### src/hw/rtl/vrm_pkg.sv
`timescale 1ns / 1ps
package vrm_pkg;
	localparam int DIR_FRAC = 14;
	localparam int POS_W = 16;
	localparam int DIR_W = 16;
	localparam logic [7:0] EMPTY_GLYPH = 8'd32;
	localparam logic [7:0] BORDER_GLYPH = 8'd64;
	localparam logic [9:0] EPS_RESET = 10'd10;
	localparam logic [12:0] MAX_STEP_RESET = 13'd2048;
	localparam logic [9:0] BORDER_RESET = 10'd512;
	localparam logic [15:0] ITER_RESET = 16'd4096;

	localparam logic [1:0] REG_EPSILON = 2'd0;
	localparam logic [1:0] REG_MAX_STEP = 2'd1;
	localparam logic [1:0] REG_BORDER = 2'd2;
	localparam logic [1:0] REG_ITER = 2'd3;

	localparam logic KIND_WRITE = 1'b0;
	localparam logic KIND_TRACE = 1'b1;

	typedef struct packed {
		logic kind;
		logic [4:0] cell_x;
		logic [4:0] cell_y;
		logic [3:0] cell_z;
		logic [7:0] cell_glyph;
		logic signed [15:0] origin_x;
		logic signed [15:0] origin_y;
		logic signed [15:0] origin_z;
		logic signed [15:0] dir_x;
		logic signed [15:0] dir_y;
		logic signed [15:0] dir_z;
	} req_t;

	typedef struct packed {
		logic [7:0] glyph;
		logic hit;
		logic gave_up;
	} rsp_t;

	typedef struct packed {
		logic [9:0] epsilon;
		logic [12:0] max_step;
		logic [9:0] border_half_width;
		logic [15:0] iteration_limit;
	} cfg_t;

	typedef enum logic [3:0] {
		ST_CLEAR,
		ST_IDLE,
		ST_CHECK,
		ST_READ,
		ST_TEST,
		ST_AXIS,
		ST_DIV,
		ST_MOVE,
		ST_MUL,
		ST_DONE
	} state_t;

	// Divider handshake
	typedef struct packed {
		logic start;
	} div_ctl_t;
	typedef struct packed {
		logic busy;
		logic done;
	} div_sts_t;
endpackage

### src/hw/rtl/vrm_cfg.sv
`timescale 1ns / 1ps
// APB register block
module vrm_cfg (
	input logic clk,
	input logic arst_n,
	input logic psel,
	input logic penable,
	input logic pwrite,
	input logic [3:0] paddr,
	input logic [31:0] pwdata,
	output logic [31:0] prdata,
	output logic pready,
	output vrm_pkg::cfg_t cfg
);
	import vrm_pkg::*;
	cfg_t cfg_q;
	logic [1:0] idx;
	assign idx = paddr[3:2];
	assign pready = 1'b1;

	always_ff @(posedge clk or negedge arst_n) begin
		if (!arst_n) begin
			cfg_q.epsilon <= EPS_RESET;
			cfg_q.max_step <= MAX_STEP_RESET;
			cfg_q.border_half_width <= BORDER_RESET;
			cfg_q.iteration_limit <= ITER_RESET;
		end else if (psel && penable && pwrite) begin
			case (idx)
				REG_EPSILON: cfg_q.epsilon <= pwdata[9:0];
				REG_MAX_STEP: cfg_q.max_step <= pwdata[12:0];
				REG_BORDER: cfg_q.border_half_width <= pwdata[9:0];
				REG_ITER: cfg_q.iteration_limit <= pwdata[15:0];
				default: ;
			endcase
		end
	end

	always_comb begin
		case (idx)
			REG_EPSILON: prdata = {22'd0, cfg_q.epsilon};
			REG_MAX_STEP: prdata = {19'd0, cfg_q.max_step};
			REG_BORDER: prdata = {22'd0, cfg_q.border_half_width};
			REG_ITER: prdata = {16'd0, cfg_q.iteration_limit};
			default: prdata = '0;
		endcase
	end
	assign cfg = cfg_q;
endmodule

### config.mk
export PLATFORM = sky130hd
export DESIGN_NAME = vrm_cfg
export DESIGN_NICKNAME = d
export VERILOG_FILES = /design/src/hw/rtl/vrm_pkg.sv /design/src/hw/rtl/vrm_cfg.sv
export SDC_FILE = /design/constraint.sdc
export NUM_CORES = 1
export LEC_CHECK = 0
export BUFFER_PORTS_ARGS = -buffer_cell sky130_fd_sc_hd__buf_2
export CORE_MARGIN = 5
export CORE_UTILIZATION = 49
export DETAILED_ROUTE_END_ITERATION = 7
export PLACE_DENSITY = 0.87
export SYNTH_ARGS = -nofsm -noshare
export SYNTH_HDL_FRONTEND = slang
export SYNTH_SLANG_ARGS = --single-unit
### constraint.sdc
create_clock -name clk -period 1.53 [get_ports clk]
set_input_delay 0.0765 -clock clk [delete_from_list [all_inputs] [get_ports clk]]
set_output_delay 0.0765 -clock clk [all_outputs]
set_load 0.03 [all_outputs]
# Word-level counts from Yosys, hierarchy flattened

Cells that the tools add are included.

Reductions and logical operators: 7
Eq/ne operators: 3
Mux-type cells: 1

Operators with widths:

| kind               | number |
|---|---|
| $pmux 32 s4        | 1 |
| $reduce_and 2->1   | 4 |
| $eq 2x2->1 const B | 2 |
| $eq 2x1->1 const B | 1 |
| $logic_and 1x1->1  | 2 |
| $logic_not 2->1    | 1 |

Output and inout bits: 82
Logic and storage cells: 15
Register bits: 49

# Logic depth before layout (Yosys ltp)

Depth in word-level cells: 3
Mapped depth: 5

# Least setup slack after synthesis

No wires, ideal clock.

Path kind: input to register
From: in pwrite
To: reg cfg_q (netlist bit cfg[26])
Buffers on the path: 2
Cell stages on the path: 5
Arrival time: 1.118 ns
Library setup time: 0.125 ns
Path slack: 0.287 ns
Data required time: 1.405 ns
Cells stage by stage: nand3_2 or3b_1 buf_6 buf_12 mux2_4

Cells in the longest elaborated chain, start to end: 2

RTL lines:

| element                    | line          | RTL |
|---|---|---|
| start: declaration         | vrm_cfg.sv:8  | `input logic pwrite,` |
| $logic_and 1x1->1          | vrm_cfg.sv:27 | `end else if (psel && penable && pwrite) begin` |
| $reduce_and 2->1 (no line) | -             |  |
| end: declaration           | vrm_cfg.sv:16 | `cfg_t cfg_q;` |

No other way between the ends.
A chain may end at the register's enable or synchronous reset.

# Worst setup path in the final report

From: reg cfg_q (netlist bit cfg[5])
To: out prdata[5]

Cells in the longest elaborated chain, start to end: 1

RTL lines:

| element          | line          | RTL |
|---|---|---|
| $pmux 32 s4      | vrm_cfg.sv:39 | `case (idx)` |
| end: declaration | vrm_cfg.sv:11 | `output logic [31:0] prdata,` |

No other way between the ends. The select of a mux whose other input is x is not followed.

==> metrics.txt <==
hold depth=2; post-synthesis sequential area ratio=0.5206; die area=6321 µm²; Max FO, Critical Path=3; num rows=25; Max Cap Viol=0; slew margin rel.=0.6387; total grt overflow=0; Die X=79.51 µm; total wire length=approximately 5.2 mm; Mean Syn Cell Area=15.78 µm²; Leakage=1.528 nW; drt first pass iters=3; VDD IR max=0.0008606 V; Antenna diodes=0; FF+latch count, synth=49; Setup Skew=0 ps; Worst Setup EP=prdata[5]; outcome=complete, no violations; commonest non-fill, non-tap cell in the layout=buf_2; post-CTS resize count=0; Max Slew Vio Count=0; Die Ht=79.51 µm; Final Util=0.6333; Post-CTS Hold Buffers=1; Stages on worst setup path=2; later-pin clock latency in the skew report=roughly 290 ps; area of the core=about 4700 µm²; crit-path cells=mux4_2, buf_2; Fin. Hold Viols=0; Vias/cell=~5.0; Max Clk Rate=between 600 and 700 MHz; initial antenna violation count=0; IO Count=~120; Worst Tran Pin Value=between 500 and 600 ps; Residual DRC=0; worst reg-to-reg setup slack=about 740 ps; filler cell count in the final layout=~380; CTS tree=yes; startpoint types=register; RSZ-0062 raised after global routing=no; HPWL after DPL=between 4 and 5 mm; CTS Buf Count=5; Port Buffers=87; register area=1232 µm²; distinct cell type count after synthesis=20; Worst-path clk slew=around 80 ps; pwr dens=between 1500 and 2000 nW/µm²; Worst Setup End Kind=output port; number of DRC markers in iteration 0=46; critical setup path kind=register to output port; via count of the routed design=1538; Syn Inst Count=150; largest net degree at the start of global routing=28; Multi-input gate area=997.2 µm²; Final setup viols=0; Antenna Nets Post-Route=0; layout cells sized above 1=0.7052; Routability Congestion=~0.72; Worst Setup SP=cfg[5]; most frequent cells in the layout=buf_2, dfrtp_1, mux2_2; Clock Tree Buf Depth=2; Fin Setup TNS=0 ps; vias in the first global route=~1600; Max stage delay on crit path=just under 500 ps; H-tree lvl count=2; clock root buffer=clkbuf_8; fin nets=~290; Final min period=~1500 ps; Critical Path AT=1380 ps; R2R Path End=cfg[7]; Layout area overhead=25.53%; Syn Std Cell Area=2367 µm²; slowest cell on the critical path=mux4_2; Ys Warns=0; Worst EP required=approximately 1500 ps; Setup Buffers After CTS=0; Reg-to-Reg Start=cfg[7]; R2R cell count=1; CP top delay family=multiplexers; clock sinks=between 40 and 50; final cycle utilization of the critical path=0.9494; Starting Density=0.5045; wire length of the first global-routing pass=about 8.1 mm; max reg flops=just under 50; Hold Path Class=input pin to register; Total GRT Usage=0.1693; worst path bufs/invs=1; Routed WL per cell=16.91 µm
[routing by layer]
| metal | routed length (µm) | vias up | GRT usage |
|---|---|---|---|
| met5 | 0 | - | 0 |
| met3 | 400 | 5 | 0.04966 |
| met2 | 2680 | 60 | 0.2980 |
| li1 | - | 705 | - |
| met4 | 40 | 0 | 0.03952 |
| met1 | 2038 | 768 | 0.2033 |
[logic make-up (layout without fill, tap and decap cells)]
kind of cell	Yosys count	count (layout)	share of synthesized area
buffers and inverters	25	111	0.08404
flip-flops	49	49	0.5206
multiplexers	62	62	0.3568
other	2	17	0.003172
AND/OR/NAND/NOR	12	12	0.03542
[cells in the mapped netlist]
| library cell | number | area [µm²] |
|---|---|---|
| nand3_2 | 1 | 10.01 |
| mux2i_1 | 3 | 30.03 |
| buf_6 | 2 | 22.52 |
| mux2_2 | 39 | 439.2 |
| mux2_4 | 10 | 150.1 |
| buf_12 | 1 | 20.02 |
| and3_1 | 3 | 18.77 |
| nand2_1 | 1 | 3.750 |
| buf_2 | 2 | 10.01 |
| nor3_2 | 1 | 10.01 |
| clkbuf_1 | 1 | 3.750 |
| dfstp_2 | 5 | 131.4 |
| or3b_1 | 1 | 8.760 |
| dfrtp_1 | 44 | 1101 |
| nor2b_1 | 3 | 18.77 |
| nor3b_1 | 1 | 7.510 |
| nor2_2 | 1 | 6.260 |
| buf_4 | 19 | 142.6 |
| mux4_2 | 10 | 225.2 |
| conb_1 | 2 | 7.510 |
[how the worst min path moves through the flow]
stage,from,slack [ps],endpoint
global placement,arst_n,80,cfg[26]
detailed placement,arst_n,100,cfg[26]
global route,pwdata[13],3,cfg[13]
finish,pwdata[13],20,cfg[13]
CTS,pwdata[13],3,cfg[13]
floorplan,arst_n,-220,cfg[0]
[where the power goes]
part | total [mW] | internal, mW | switching (mW)
clock | 0.804 | 0.409 | 0.395
combinational | 1.90 | 0.687 | 1.21
sequential | 1.84 | 1.62 | 0.220
[area by class of cell]
cell class,count,share of cell area
multi-input combinational,91,0.3356
timing repair buffer,103,0.1928
clock buffer,7,0.03242
sequential,49,0.4147
tap,54,0.02274
clock inverter,1,0.001684
[through the flow]
step,instance area (µm²),power (mW),hold WS [ps],instances,setup slack [ps]
after global routing,2972,4.768,2.904,305,35.04
final,2972,4.540,15.03,305,77.40
after detailed placement,2850,3.779,95.16,295,146.3
after floorplan,2424,3.219,-219.1,165,287.1
after CTS,2962,4.585,2.753,304,65.56
after global placement,2850,3.721,84.86,295,168.8
No activity file was read; power rests on OpenSTA's default activity.
