<file path="src/hw/rtl/vrm_pkg.sv">
`timescale 1ns / 1ps
package vrm_pkg;
	localparam int DIR_FRAC = 14;
	localparam int POS_W = 16;
	localparam int DIR_W = 16;
	localparam logic [7:0] EMPTY_GLYPH = 8'd32;
	localparam logic [7:0] BORDER_GLYPH = 8'd64;
	localparam logic [9:0] EPS_RESET = 10'd10;
	localparam logic [12:0] MAX_STEP_RESET = 13'd2048;
	localparam logic [9:0] BORDER_RESET = 10'd512;
	localparam logic [15:0] ITER_RESET = 16'd4096;

	localparam logic [1:0] REG_EPSILON = 2'd0;
	localparam logic [1:0] REG_MAX_STEP = 2'd1;
	localparam logic [1:0] REG_BORDER = 2'd2;
	localparam logic [1:0] REG_ITER = 2'd3;

	localparam logic KIND_WRITE = 1'b0;
	localparam logic KIND_TRACE = 1'b1;

	typedef struct packed {
		logic kind;
		logic [4:0] cell_x;
		logic [4:0] cell_y;
		logic [3:0] cell_z;
		logic [7:0] cell_glyph;
		logic signed [15:0] origin_x;
		logic signed [15:0] origin_y;
		logic signed [15:0] origin_z;
		logic signed [15:0] dir_x;
		logic signed [15:0] dir_y;
		logic signed [15:0] dir_z;
	} req_t;

	typedef struct packed {
		logic [7:0] glyph;
		logic hit;
		logic gave_up;
	} rsp_t;

	typedef struct packed {
		logic [9:0] epsilon;
		logic [12:0] max_step;
		logic [9:0] border_half_width;
		logic [15:0] iteration_limit;
	} cfg_t;

	typedef enum logic [3:0] {
		ST_CLEAR,
		ST_IDLE,
		ST_CHECK,
		ST_READ,
		ST_TEST,
		ST_AXIS,
		ST_DIV,
		ST_MOVE,
		ST_MUL,
		ST_DONE
	} state_t;

	// Divider handshake
	typedef struct packed {
		logic start;
	} div_ctl_t;
	typedef struct packed {
		logic busy;
		logic done;
	} div_sts_t;
endpackage

</file>
<file path="src/hw/rtl/vrm_div.sv">
`timescale 1ns / 1ps
// Restoring divider, one quotient bit per cycle
module vrm_div #(
	parameter int NUM_W = 32,
	parameter int DEN_W = 16
) (
	input logic clk,
	input logic arst_n,
	input vrm_pkg::div_ctl_t ctl,
	input logic [NUM_W-1:0] num,
	input logic [DEN_W-1:0] den,
	output vrm_pkg::div_sts_t sts,
	output logic [NUM_W-1:0] quo
);
	import vrm_pkg::*;
	localparam int CW = $clog2(NUM_W + 1);
	logic [NUM_W-1:0] quo_q;
	logic [DEN_W:0] rem_q;
	logic [DEN_W-1:0] den_q;
	logic [CW-1:0] cnt_q;
	logic busy_q, done_q;
	logic [DEN_W:0] trial;
	logic [DEN_W:0] shifted;

	assign shifted = {rem_q[DEN_W-1:0], quo_q[NUM_W-1]};
	assign trial = shifted - {1'b0, den_q};

	always_ff @(posedge clk or negedge arst_n) begin
		if (!arst_n) begin
			busy_q <= 1'b0;
			done_q <= 1'b0;
			cnt_q <= '0;
		end else begin
			done_q <= 1'b0;
			if (ctl.start) begin
				busy_q <= 1'b1;
				cnt_q <= CW'(NUM_W);
			end else if (busy_q) begin
				cnt_q <= cnt_q - 1'b1;
				if (cnt_q == CW'(1)) begin
					busy_q <= 1'b0;
					done_q <= 1'b1;
				end
			end
		end
	end

	always_ff @(posedge clk) begin
		if (ctl.start) begin
			quo_q <= num;
			rem_q <= '0;
			den_q <= den;
		end else if (busy_q) begin
			if (!trial[DEN_W]) begin
				rem_q <= trial;
				quo_q <= {quo_q[NUM_W-2:0], 1'b1};
			end else begin
				rem_q <= shifted;
				quo_q <= {quo_q[NUM_W-2:0], 1'b0};
			end
		end
	end

	assign quo = quo_q;
	assign sts.busy = busy_q;
	assign sts.done = done_q;
endmodule

</file>
<file path="config.mk">
export PLATFORM = sky130hd
export DESIGN_NAME = vrm_div
export DESIGN_NICKNAME = d
export VERILOG_FILES = /design/src/hw/rtl/vrm_pkg.sv /design/src/hw/rtl/vrm_div.sv
export SDC_FILE = /design/constraint.sdc
export NUM_CORES = 1
export LEC_CHECK = 0
export BUFFER_PORTS_ARGS = -buffer_cell sky130_fd_sc_hd__buf_2
export CELL_PAD_IN_SITES_DETAIL_PLACEMENT = 0
export CELL_PAD_IN_SITES_GLOBAL_PLACEMENT = 1
export CORE_AREA = 2 2 106 88
export CTS_CLUSTER_DIAMETER = 60
export CTS_CLUSTER_SIZE = 10
export DETAILED_ROUTE_END_ITERATION = 16
export DIE_AREA = 0 0 108 90
export PLACE_DENSITY_LB_ADDON = 0.2
export RECOVER_POWER = 25
export SLEW_MARGIN = 20
export SYNTH_ARGS = -nofsm -noshare
export SYNTH_HDL_FRONTEND = slang
export SYNTH_SLANG_ARGS = --single-unit
</file>
<file path="constraint.sdc">
create_clock -name clk -period 5.7 [get_ports clk]
set_input_delay 1.14 -clock clk [delete_from_list [all_inputs] [get_ports clk]]
set_output_delay 1.14 -clock clk [all_outputs]
set_load 0.005 [all_outputs]
</file>
* Yosys cells after proc, flatten, opt, wreduce, memory -nomap -nowiden *
Index checks and enable logic that the tools add are counted.

storage, ports and cells
  flip-flop bits (word level) = 72
  output and inout bits = 34
  logic and storage cells = 22

cells by class
  add/sub/neg operators = 2
  eq/ne operators = 1
  muxes and demuxes = 12
  reductions and logical operators = 1

operator list
  kind                 count
  $mux 32              2
  $sub 17x16->17       1
  $mux 16              1
  $mux 6               2
  $mux 1               7
  $eq 6x1->1 const B   1
  $sub 6x1->6 const B  1
  $reduce_bool 2->1    1

* Logic depth before layout (Yosys ltp) *
  depth after elaboration = 4
  mapped depth = 11
  depth with buffers taken out = 10

* Worst setup path before layout *
OpenSTA, ideal clock, no wires.

  path kind = input port to flip-flop
  from = input port ctl
  to = register quo_q[0], in the netlist quo[0] (enable)
  library setup time = 0.387 ns
  data arrival time = 2.530 ns
  data required time = 5.313 ns
  setup slack = 2.783 ns
  stages = 4
  buffers on the path = 2
  cell sequence = buf_1 -> buf_1 -> nor2_1 -> inv_1

on the way
  cells in the longest elaborated chain, start to end = 1

ends and longest elaborated chain
  element                             RTL line       text
  start, declared                     vrm_div.sv:9   input vrm_pkg::div_ctl_t ctl,
  $reduce_bool 2->1 (no source line)  --
  end signal, assigned                vrm_div.sv:50  quo_q <= num;
  end signal, assigned                vrm_div.sv:56  quo_q <= {quo_q[NUM_W-2:0], 1'b1};
  end signal, assigned                vrm_div.sv:59  quo_q <= {quo_q[NUM_W-2:0], 1'b0};
  end, declared                       vrm_div.sv:17  logic [NUM_W-1:0] quo_q;

Every way passes these cells.
A chain may end at the register's enable or synchronous reset.

* Worst setup path after layout *
  from = input port ctl
  to = register quo_q[31], in the netlist quo[31], data pin

on the way
  cells in the longest elaborated chain, start to end = 1

ends and longest elaborated chain
  element  RTL line       text
  $mux 32  vrm_div.sv:49  if (ctl.start) begin

Every way passes these cells.

==> flow_summary.yaml <==
logic_synthesis:
  ys_ff_latch: 72
  synthFlopType: "edfxtp_1"
  synth.distinct_cells: 52
  synth_nets: 419
  syn_area_per_cell_sq_um: 11.1
  synth_edf_count: 48
  syn_inst: 349
  syn_area_sq_um: 3870
  yosys_warnings: 0
  yosysSeqAreaShare_pct: 50.7
  synthArstFlopShare_pct: 11.1
critical_path:
  required_ns: 5.80
  startpoint_type: "input pin"
  critical_path.top_delay_family: "buffers and inverters"
  path_class: "input pin to flop"
  crit_chain: "clkbuf_1 -> buf_4 -> mux2_2"
  crit_arrival_ns: 3.72
  slowest_stage: "clkbuf_1"
  crit_buf_inv: 2
  critPathMaxFanout: 44
  cp-end-kind: "flop"
  cpPeakStageDelay_ns: 1.58
die:
  ioPinCount: 85
  die_x_um: 108
  initial_utilization_pct: 44.4
  core_sq_um: 8730
  die_h_um: 90
  die_area_sq_um: 9720
  rows: 31
global_route:
  grt_pass1_wl_um: 13400
  grt_usage_pct: 17.5
  overflow: 0
  grt_max_degree: 45
  grt_pass1_vias: 2665
  antenna_found_initial: 0
layout:
  fillers: 808
  finalNetCount: 501
  antenna_cells: 0
  utilization_pct: 52.8
  area_growth_pct: 18.9
  final_cell_mix: "buf_2, edfxtp_1, mux2_2"
  final_common_cell: "buf_2"
  layout-drive-gt1-share_pct: 33.3
clock_tree:
  h-tree-depth: 3
  cts_buffer_depth: 2
  clk_transition_reported_paths_ns: 0.08
  cts_num_sinks: 72
  numCtsBuffers: 9
  root_buffer: "clkbuf_8"
  ctsHoldBuffers: 0
  post_cts_resize_count: 0
  post_cts_buffers: 0
  tritoncts: "done"
  clkLatencyLatePin_ns: 0.35
place:
  portBuffers: 84
  gp_congestion: 0.768
  dpl.hpwl_um: 5810
timing:
  maxSlewViolCount: 45
  fmax_mhz: 276
  fin_skew_ns: 0.00803
  tightest_slew_ns: 2.25
  setup_tns_ns: 0
  fin_crit_sh_pct: 63.6
  finalCriticalPeriod_ns: 3.62
  setup_violations: 0
  slew_headroom_pct: -49.7
  finalHoldViolCount: 0
  rsz0062_at_grt: "false"
routing:
  route.met2.wl_um: 3700
  ant_nets: 0
  drt-total-wl_um: 8280
  wl_per_cell_um: 15.0
  via_per_inst: 5.18
  met3WireLength_um: 325
  dr.max_layer_used: "met4"
  drc_errors: 0
  first_pass_iters: 5
  met1_length_um: 4170
  route.vias.total: 2852
  drt_iter0_markers: 165
run:
  maxCapViolCount: 1
hold_path:
  hold_path_class: "flop to flop"
power_and_ir_drop:
  power.total_mw: 1.88
  ir_drop_uv: 167
  powerDensity_nw_per_um2: 408
  p_leak_nw: 1.95
run_status:
  violations: "capacitance limit, slew limit"
  outcome: "finished, violations left"
per-layer routing:
metal / track usage, % / up-vias
met5: 0 / -
met1: 25.9 / 1335
met3: 5.00 / 10
met4: 4.81 / 0
li1: - / 1453
met2: 24.8 / 54
cells in the mapped netlist, types with 5 or more instances:
cell type	n	area share, %
inv_1	20	1.9
mux2_2	31	9.0
nand2_1	25	2.4
xor2_1	7	1.6
clkbuf_1	6	0.58
nand3_1	12	1.6
nor3_1	5	0.65
buf_1	5	0.48
edfxtp_1	48	37
ha_1	18	5.8
o21ai_0	22	2.8
a311oi_1	12	2.7
nand2b_1	7	1.1
dfrtp_1	8	5.2
xnor2_1	8	1.8
dfxtp_1	16	8.3
a21oi_1	11	1.4
nor2_1	30	2.9
cells by family (layout without fill, tap and decap cells):
kind of cell / Yosys count / in the layout / share of synthesized area (%)
xor gates and xnor gates: 15 / 15 / 3.39
AOI/OAI and AO/OA: 73 / 73 / 13.6
adders and majority gates: 19 / 19 / 6.33
DFF: 72 / 72 / 50.7
and+or+nand+nor: 102 / 102 / 13.1
buffers and inverters: 37 / 124 / 3.97
muxes: 31 / 31 / 9.01
state kept, by name (all words and copies together), names as in the netlist:
name	cells
cnt_q	6
done_q	1
busy_q	1
rem_q	16
den_q	16
quo	32
worst register-to-register path, stage by stage, from the launching register on:
cell and delay [ns]:
edfxtp_1 0.39, inv_1 0.06, ha_1 0.23, fa_1 0.38, nand2b_1 0.20, a21oi_2 0.21, o21ai_2 0.12, nor3_2 0.31
nor4_2 0.09, buf_4 0.20, or4b_1 0.54, a311oi_1 0.26
metrics by stage:
step / cells / setup WS, ns / instance area (sq um) / hold slack [ns]
5_1_grt: 551 / 1.76 / 4610 / 0.542
3_5_place_dp: 535 / 2.60 / 4390 / 0.509
3_3_place_gp: 535 / 2.68 / 4390 / 0.505
2_1_floorplan: 349 / 2.78 / 3870 / 0.465
6_report: 551 / 2.08 / 4610 / 0.513
4_1_cts: 551 / 2.60 / 4610 / 0.521
layout make-up:
cell class	instances	area (sq um)	share of cell area (%)
Clock buffer	10	128	2.77
Multi-Input combinational cell	240	1760	38.1
Timing Repair Buffer	88	448	9.73
Inverter	20	75.1	1.63
Clock inverter	6	92.6	2.01
Sequential cell	72	1960	42.6
Tap cell	115	144	3.12
power breakdown:
| part | switching (mW) | internal [mW] | leakage [nW] | total (mW) |
|---|---|---|---|---|
| clock | 0.210 | 0.250 | 0.104 | 0.460 |
| sequential | 0.0784 | 0.674 | 0.724 | 0.753 |
| combinational | 0.369 | 0.298 | 1.12 | 0.667 |
worst paths after layout:
kind / from / end / slack (ns) / cells past startpoint
min reg2reg: rem_q[14]$_SDFFE_PP0P_ / rem_q[14]$_SDFFE_PP0P_ / 0.51 / 2
min: rem_q[14]$_SDFFE_PP0P_ / rem_q[14]$_SDFFE_PP0P_ / 0.51 / 2
max: ctl / quo[31]$_DFFE_PP_ / 2.08 / 3
min in group asynchronous: arst_n / cnt_q[4]$_DFFE_PN0P_ / 0.69 / 1
max reg2reg: quo[31]$_DFFE_PP_ / rem_q[3]$_SDFFE_PP0P_ / 2.62 / 11
max in group asynchronous: arst_n / cnt_q[0]$_DFFE_PN0P_ / 4.72 / 1
(Power assumes the default switching activity.)
